$ cat src/sv/spq_pkg.sv
// shared types and codes for the sorted priority queue
package spq_pkg;

    localparam int unsigned DATA_W    = 32;
    localparam int unsigned STATUS_W  = 2;
    localparam int unsigned OCC_W     = 5;
    localparam int unsigned CAPACITY_DEFAULT = 16;

    // result status codes
    localparam logic [STATUS_W-1:0] STATUS_DONE  = 2'd0;
    localparam logic [STATUS_W-1:0] STATUS_FULL  = 2'd1;
    localparam logic [STATUS_W-1:0] STATUS_EMPTY = 2'd2;

    // operation codes carried on s_tuser
    localparam logic KIND_INSERT = 1'b0;
    localparam logic KIND_REMOVE = 1'b1;

    // command broadcast to every cell of the chain
    typedef struct packed {
        logic                     ins;
        logic                     pop;
        logic signed [DATA_W-1:0] value;
    } spq_cmd_t;

endpackage

$ cat src/sv/sorted_priority_queue.sv
// sorted priority queue: a chain of compare-and-shift cells with a registered result
// an accepted input transaction shows its result on m_tvalid in the next cycle
// one item per cycle while no result stalls; every cell compares the new value in parallel
// the output register is refilled in the cycle its result is taken, so no bubble
// reset: synchronous active-low aresetn empties the queue and clears m_tvalid
// cell contents are not reset; only entries below the occupancy count are ever read
module sorted_priority_queue #(
    parameter int unsigned CAPACITY = spq_pkg::CAPACITY_DEFAULT
) (
    input  logic        aclk,
    input  logic        aresetn,
    input  logic        s_tvalid,
    output logic        s_tready,
    input  logic [31:0] s_tdata,   // [31:0] value_in
    input  logic        s_tuser,   // [0] kind
    output logic        m_tvalid,
    input  logic        m_tready,
    output logic [39:0] m_tdata    // [1:0] status, [33:2] value_out, [38:34] occupancy
);
    import spq_pkg::*;

    localparam int unsigned CNT_W = $clog2(CAPACITY + 1);

    logic [CNT_W-1:0] count_reg;
    logic [CNT_W-1:0] count_next;
    logic             m_tvalid_reg;
    logic             m_tvalid_next;
    logic [39:0]      m_tdata_reg;
    logic [39:0]      m_tdata_next;

    logic             accept;
    logic             full;
    logic             empty;
    spq_cmd_t         cmd;
    logic [STATUS_W-1:0]      status;
    logic signed [DATA_W-1:0] value_out;

    logic signed [DATA_W-1:0] entries [CAPACITY];
    logic                     lts     [CAPACITY];

    assign s_tready = !m_tvalid_reg || m_tready;
    assign accept   = s_tvalid && s_tready;
    assign full     = (count_reg == CNT_W'(CAPACITY));
    assign empty    = (count_reg == '0);

    assign cmd.ins   = accept && (s_tuser == KIND_INSERT) && !full;
    assign cmd.pop   = accept && (s_tuser == KIND_REMOVE) && !empty;
    assign cmd.value = s_tdata;

    genvar i;
    generate
        for (i = 0; i < CAPACITY; i++) begin : g_cell
            logic                     prev_lt;
            logic signed [DATA_W-1:0] prev_entry;
            logic signed [DATA_W-1:0] next_entry;

            if (i == 0) begin : g_head
                assign prev_lt    = 1'b1;
                assign prev_entry = cmd.value;
            end else begin : g_body
                assign prev_lt    = lts[i-1];
                assign prev_entry = entries[i-1];
            end

            if (i == CAPACITY - 1) begin : g_tail
                assign next_entry = entries[i];
            end else begin : g_inner
                assign next_entry = entries[i+1];
            end

            spq_cell u_cell (
                .aclk       (aclk),
                .cmd        (cmd),
                .occupied   (count_reg > CNT_W'(i)),
                .prev_lt    (prev_lt),
                .prev_entry (prev_entry),
                .next_entry (next_entry),
                .entry      (entries[i]),
                .lt         (lts[i])
            );
        end
    endgenerate

    always_comb begin
        count_next = count_reg;
        status     = STATUS_DONE;
        value_out  = '0;
        if (s_tuser == KIND_INSERT) begin
            if (full) begin
                status = STATUS_FULL;
            end else begin
                count_next = count_reg + 1'b1;
            end
        end else begin
            if (empty) begin
                status = STATUS_EMPTY;
            end else begin
                count_next = count_reg - 1'b1;
                value_out  = entries[0];
            end
        end
        if (!accept) begin
            count_next = count_reg;
        end
    end

    always_comb begin
        m_tdata_next  = m_tdata_reg;
        m_tvalid_next = m_tvalid_reg;
        if (accept) begin
            m_tdata_next  = {1'b0, OCC_W'(count_next), value_out, status};
            m_tvalid_next = 1'b1;
        end else if (m_tready) begin
            m_tvalid_next = 1'b0;
        end
    end

    always_ff @(posedge aclk) begin
        if (!aresetn) begin
            count_reg    <= '0;
            m_tvalid_reg <= 1'b0;
        end else begin
            count_reg    <= count_next;
            m_tvalid_reg <= m_tvalid_next;
        end
        m_tdata_reg <= m_tdata_next;
    end

    assign m_tvalid = m_tvalid_reg;
    assign m_tdata  = m_tdata_reg;

endmodule

$ cat src/sv/spq_cell.sv
// one storage cell of the sorted chain: compares, keeps, takes the new value, or takes from a neighbour
module spq_cell (
    input  logic                             aclk,
    input  spq_pkg::spq_cmd_t                cmd,
    input  logic                             occupied,
    input  logic                             prev_lt,
    input  logic signed [spq_pkg::DATA_W-1:0] prev_entry,
    input  logic signed [spq_pkg::DATA_W-1:0] next_entry,
    output logic signed [spq_pkg::DATA_W-1:0] entry,
    output logic                             lt
);
    import spq_pkg::*;

    logic signed [DATA_W-1:0] entry_reg;
    logic signed [DATA_W-1:0] entry_next;

    assign entry = entry_reg;
    // stored entries form an ascending prefix, so lt is true for a prefix of the chain
    assign lt    = occupied && (entry_reg < cmd.value);

    always_comb begin
        entry_next = entry_reg;
        if (cmd.ins) begin
            if (lt) begin
                entry_next = entry_reg;
            end else if (prev_lt) begin
                entry_next = cmd.value;
            end else begin
                entry_next = prev_entry;
            end
        end else if (cmd.pop) begin
            entry_next = next_entry;
        end
    end

    always_ff @(posedge aclk) begin
        entry_reg <= entry_next;
    end

endmodule

$ cat config.mk
export PLATFORM = sky130hd
export DESIGN_NAME = sorted_priority_queue
export DESIGN_NICKNAME = d
export VERILOG_FILES = /design/src/sv/spq_pkg.sv /design/src/sv/sorted_priority_queue.sv /design/src/sv/spq_cell.sv
export SDC_FILE = /design/constraint.sdc
export NUM_CORES = 2
export LEC_CHECK = 0
export BUFFER_PORTS_ARGS = -buffer_cell sky130_fd_sc_hd__clkbuf_2
export CORE_ASPECT_RATIO = 1.2
export CORE_MARGIN = 5
export CORE_UTILIZATION = 50
export CTS_BUF_LIST = sky130_fd_sc_hd__clkbuf_4
export DETAILED_ROUTE_END_ITERATION = 7
export GPL_TIMING_DRIVEN = 0
export PLACE_DENSITY = 0.66
export SYNTH_ARGS = -nofsm -noshare
export SYNTH_HDL_FRONTEND = slang
export SYNTH_SLANG_ARGS = --single-unit
$ cat constraint.sdc
create_clock -name aclk -period 15.8 [get_ports aclk]
set_input_delay 3.16 -clock aclk [delete_from_list [all_inputs] [get_ports aclk]]
set_output_delay 3.16 -clock aclk [all_outputs]
set_load 0.03 [all_outputs]
**Word-level counts from Yosys, hierarchy flattened**

Index checks and enable logic that the tools add are counted.

- Bits in registers: 557
- Bits of input ports: 37

- Add/sub/neg operators: 2
- Magnitude comparators: 32
- Equal/unequal tests: 16
- Mux-type cells: 69
- Bitwise logic cells: 2
- Reduce and logical (&&, ||, !) cells: 45

Operators with widths:

| cell | count |
|---|---|
| $mux W32 | 60 |
| $lt A32 B32 Y1 | 16 |
| $gt A5 B4 Y1 const B | 8 |
| $reduce_and A2 Y1 | 16 |
| $ne A2 B2 Y1 const B | 15 |
| $logic_and A1 B1 Y1 | 21 |
| $gt A5 B3 Y1 const B | 4 |
| $mux W5 | 4 |
| $gt A5 B1 Y1 const B | 2 |
| $gt A5 B2 Y1 const B | 2 |
| $add A5 B1 Y5 const B | 1 |
| $eq A5 B5 Y1 const B | 1 |
| $logic_not A5 Y1 | 1 |
| $sub A5 B1 Y5 const B | 1 |
| $mux W2 | 2 |
| $reduce_bool A2 Y1 | 2 |
| $logic_not A1 Y1 | 3 |
| $mux W1 | 3 |
| $not A1 Y1 | 2 |
| $reduce_or A2 Y1 | 1 |
| $logic_or A1 B1 Y1 | 1 |

**Longest topological paths before layout**

- Word-level depth: 7
- Depth in mapped cells: 12
- Mapped depth without buffers: 10

**Hierarchy**

A second synthesis with hierarchy kept.

- Cells, all modules: 4289
- Area total of the unflattened synthesis: 40979.3 um^2

By module, submodules not included:

| module | times used | cells an instance | area each (um^2) | seq. area each (um^2) |
|---|---|---|---|---|
| spq_cell | 16 | 257 | 2429.8 | 960.9 |
| sorted_priority_queue | 1 | 177 | 2102.0 | 1291.2 |

**Worst setup path before layout**

Ideal clock, no wire load.

- Path kind: input port to flip-flop
- From: input port s_tdata[6]
- To: register g_cell[12].u_cell.entry_reg[0], enable pin
- Arrival: 7912 ps
- Required time: 15334 ps
- Slack: 7423 ps
- Cell stages on the path: 11
- Path buffers: 2
- Cell sequence: inv_1 -> ha_1 -> a21o_1 -> a221oi_1 -> nor2_1 -> or4_1 -> a21oi_1 -> mux2_2 -> buf_2 -> buf_4 -> o21ai_0

- Cells in the longest elaborated chain, start to end: 4

RTL lines:

| item | RTL line | text |
|---|---|---|
| from (decl) | sorted_priority_queue.sv:14 | `input logic [31:0] s_tdata,` |
| $lt A32 B32 Y1 | spq_cell.sv:19 | `assign lt = occupied && (entry_reg < cmd.value);` |
| $logic_and A1 B1 Y1 | spq_cell.sv:19 |  |
| $ne A2 B2 Y1 (no line) | -- |  |
| $reduce_and A2 Y1 (no line) | -- |  |
| to (signal assigned) | spq_cell.sv:37 | `entry_reg <= entry_next;` |
| to (decl) | spq_cell.sv:14 | `logic signed [DATA_W-1:0] entry_reg;` |

Every way passes these cells.
A chain may end at the register's enable or synchronous reset.

**Final worst setup path**

- From: input port s_tdata[31]
- To: register g_cell[13].u_cell.entry_reg[16], enable pin

- Cells in the longest elaborated chain, start to end: 4

RTL lines:

| item | RTL line |
|---|---|
| $lt A32 B32 Y1 | spq_cell.sv:19 |
| $logic_and A1 B1 Y1 | spq_cell.sv:19 |
| $ne A2 B2 Y1 (no line) | -- |
| $reduce_and A2 Y1 (no line) | -- |
| to (signal assigned) | spq_cell.sv:37 |
| to (decl) | spq_cell.sv:14 |

Every way passes these cells.

==> flow_summary.ini <==
[floorplanning]
dieArea_um2 = 83200
num_rows = 111
initial_core_util = 0.505
pin_count = 79
die_h_um = 315
die_width_um = 264
core-area_um2 = 76700

[timing]
slew_headroom = 0.0255
grt_setup_unrepaired = false
layout_setup_ws_ns = 8.07
tns_ns = 0
report.final.slew_viol_count = 0
fmax_mhz = 129
worst_slew_pin_slew_ns = 1.46
finalHoldViolations = 0
fin_skew_ns = 0.0398
final-setup-viol-count = 0
min_period_ns = 7.73
post-route-period-util = 0.489

[global_routing]
grt_pass1_wl_um = 192000
grt_max_degree = 40
grt_usage = 0.299
grt_pass1_vias = 32900
overflow = 0
antenna_found_initial = 7

[clock_network]
cts-root-buf = clkbuf_4
cts.path.max_buffers = 3
tritoncts = done
cts.sinks = 557
cts_hold_buffers = 0
insertion_delay_ns = 1.06
clk_transition_reported_paths_ns = 0.07
cts_setup_buffers = 0
htree_levels = 4
ctsResizeCount = 0
cts_inserted_buffers = 154

[cells_and_area]
multi_input_area_um2 = 21100
layoutNonFillerInstCount = 5157
seq_area_um2 = 16700
fin_util = 0.558
final_net_count = 4562
finalInstanceArea_um2 = 42800
synthToLayoutAreaGrowth_pct = 10.4
drive_above_1_share = 0.107
n_fill_cell = 6985
largest_reg_flops = 512

[hold_path]
holdCritPathClass = register to register
min-delay-start = m_tvalid

[placement]
place.gp.congestion = 0.958
dpl.cell_count = 4885
post-dp-hpwl_um = 101000
pre_cts_ws_ns = 6.92
placedInstanceArea_um2 = 40800
port_buffers = 77

[pwr]
swShare = 0.337
p_per_area_nw_per_um2 = 104
peakVddDrop_mv = 0.0475
leakagePower_nw = 17.7
clkPwrFrac = 0.308
seq_power_share = 0.452
power.internal_w = 0.00296
combPwrFrac = 0.240
power.switching_w = 0.00151

[setup_path]
crit_path_max_fanout = 32
worst-setup-path-type = primary input to register
critPathCaptureType = register
cp.required_ns = 16.43
startpoint = s_tdata[31]
r2r-start = count_reg[0]
cp-start-kind = primary input
cp_data_arrival_time_ns = 8.37

[drt]
routedWlPerCell_um = 25.0
drt_pre_antenna_iters = 8
drt_iter0_markers = 3174
wirelength_um = 129000
ant_nets = 0
drc = 0
via_per_inst = 6.32
num_vias = 32600

[synth]
avgSynthCellArea_um2 = 10.3
synth_edf_count = 551
synthArstFlopShare = 0
ys_seq_area_frac = 0.430
ys.flop_type = edfxtp_1
synth_nets = 4315
yosys-top-cells-area = edfxtp_1 (43%), ha_1 (16%), mux2i_1 (10%)
synth_area_um2 = 38700
synth_warnings = 0
ys_types = 65
yosysTopAreaCellShare = 0.427
ys_ff_latch = 557
synth_cells = 3777
synth_top_area_cell = edfxtp_1

[flow_run]
drv_cap = 0

[run_status]
status = completed
cell usage after synthesis, types with 48 or more instances:
master and instances:
clkbuf_1 175, nor3_1 55, nor2_1 235, a21o_1 54, inv_1 48, mux2i_1 387, o21ai_0 474, ha_1 501
edfxtp_1 551, nand2_1 513, a21oi_1 254, a221oi_1 48, nand4_1 65, a311oi_1 60
logic make-up (layout without fill, tap and decap cells):
kind of cell,count (synthesis),after routing,share of synthesized area
and+or+nand+nor,1019,1019,0.115
AOI/OAI and AO/OA,999,999,0.152
DFF,557,557,0.430
adders and majority gates,501,501,0.162
muxes,424,424,0.111
buffers and inverters,275,633,0.0294
other,1,6,0.0000968
xor gates and xnor gates,1,1,0.000226
worst max-delay path, cell delays in order:
cell and delay [ns]:
clkbuf_2 0.19, inv_1 0.76, ha_1 0.31, nand4_1 0.14, nor4_1 0.77, o211ai_1 0.26, a31oi_1 0.49, nor2_1 0.12
mux2i_1 0.83, buf_2 0.47, nand2_1 0.11, nand2_2 0.71
area by class of cell:
cell class                 instances  area share
multi-input combinational       2945       0.492
buffer                           227      0.0224
inverter                          48     0.00421
sequential                       557       0.390
timing repair buffer              91      0.0159
clock inverter                    40     0.00544
tap                             1017      0.0298
clock buffer                     227      0.0399
antenna                            5    0.000293
final timing paths:
path | end | slack (ns) | depth (start not counted)
setup / recovery | g_cell[13].u_cell.entry[16] | 8.07 | 12
hold / removal | m_tvalid | 0.55 | 2
setup reg to reg | g_cell[14].u_cell.entry[12] | 10.27 | 12
hold reg to reg | m_tvalid | 0.55 | 2
cells in the final DEF (no fill, tap or decap), types with 11 or more instances in the layout:
| cell type | instances |
|---|---|
| edfxtp_1 | 551 |
| nand2_1 | 508 |
| ha_1 | 501 |
| o21ai_0 | 465 |
| mux2i_1 | 387 |
| a21oi_1 | 254 |
| nor2_1 | 235 |
| clkbuf_4 | 227 |
| clkbuf_1 | 175 |
| clkbuf_2 | 77 |
| nand4_1 | 65 |
| a311oi_1 | 60 |
| nor3_1 | 55 |
| a21o_1 | 54 |
| a221oi_1 | 48 |
| inv_1 | 47 |
| and2_1 | 37 |
| mux2_2 | 35 |
| buf_2 | 30 |
| nand3_1 | 29 |
| clkinv_1 | 29 |
| nand2b_1 | 19 |
| a211oi_1 | 13 |
| buf_4 | 12 |
| a2111oi_0 | 11 |
| o211ai_1 | 11 |
| nor4_1 | 11 |
metal layers:
metal / wire length (um) / share of wire / GRT usage / vias to the layer above
met1: 52400 / 0.41 / 0.375 / 15900
met4: 6250 / 0.048 / 0.141 / 2
met5: 7 / 0.000054 / 0 / -
met2: 61000 / 0.47 / 0.502 / 1436
met3: 9230 / 0.072 / 0.0549 / 324
li1: - / - / - / 14900
per-stage QoR:
step | power [W] | hold slack (ns)
detailed placement | 0.00309 | 0.546
floorplan | 0.00271 | 0.513
finish | 0.00447 | 0.550
CTS | 0.00446 | 0.557
global route | 0.00470 | 0.574
global placement | 0.00304 | 0.521
power groups by stage:
| stage | clock, W | sequential (W) | combinational, W |
|---|---|---|---|
| after floorplan | 0 | 0.00201 | 0.000696 |
| after global placement | 0 | 0.00206 | 0.000979 |
| after detailed placement | 0 | 0.00205 | 0.00104 |
| after CTS | 0.00139 | 0.00202 | 0.00105 |
| after global routing | 0.00148 | 0.00203 | 0.00119 |
| final | 0.00138 | 0.00202 | 0.00107 |
(Power assumes the default switching activity.)
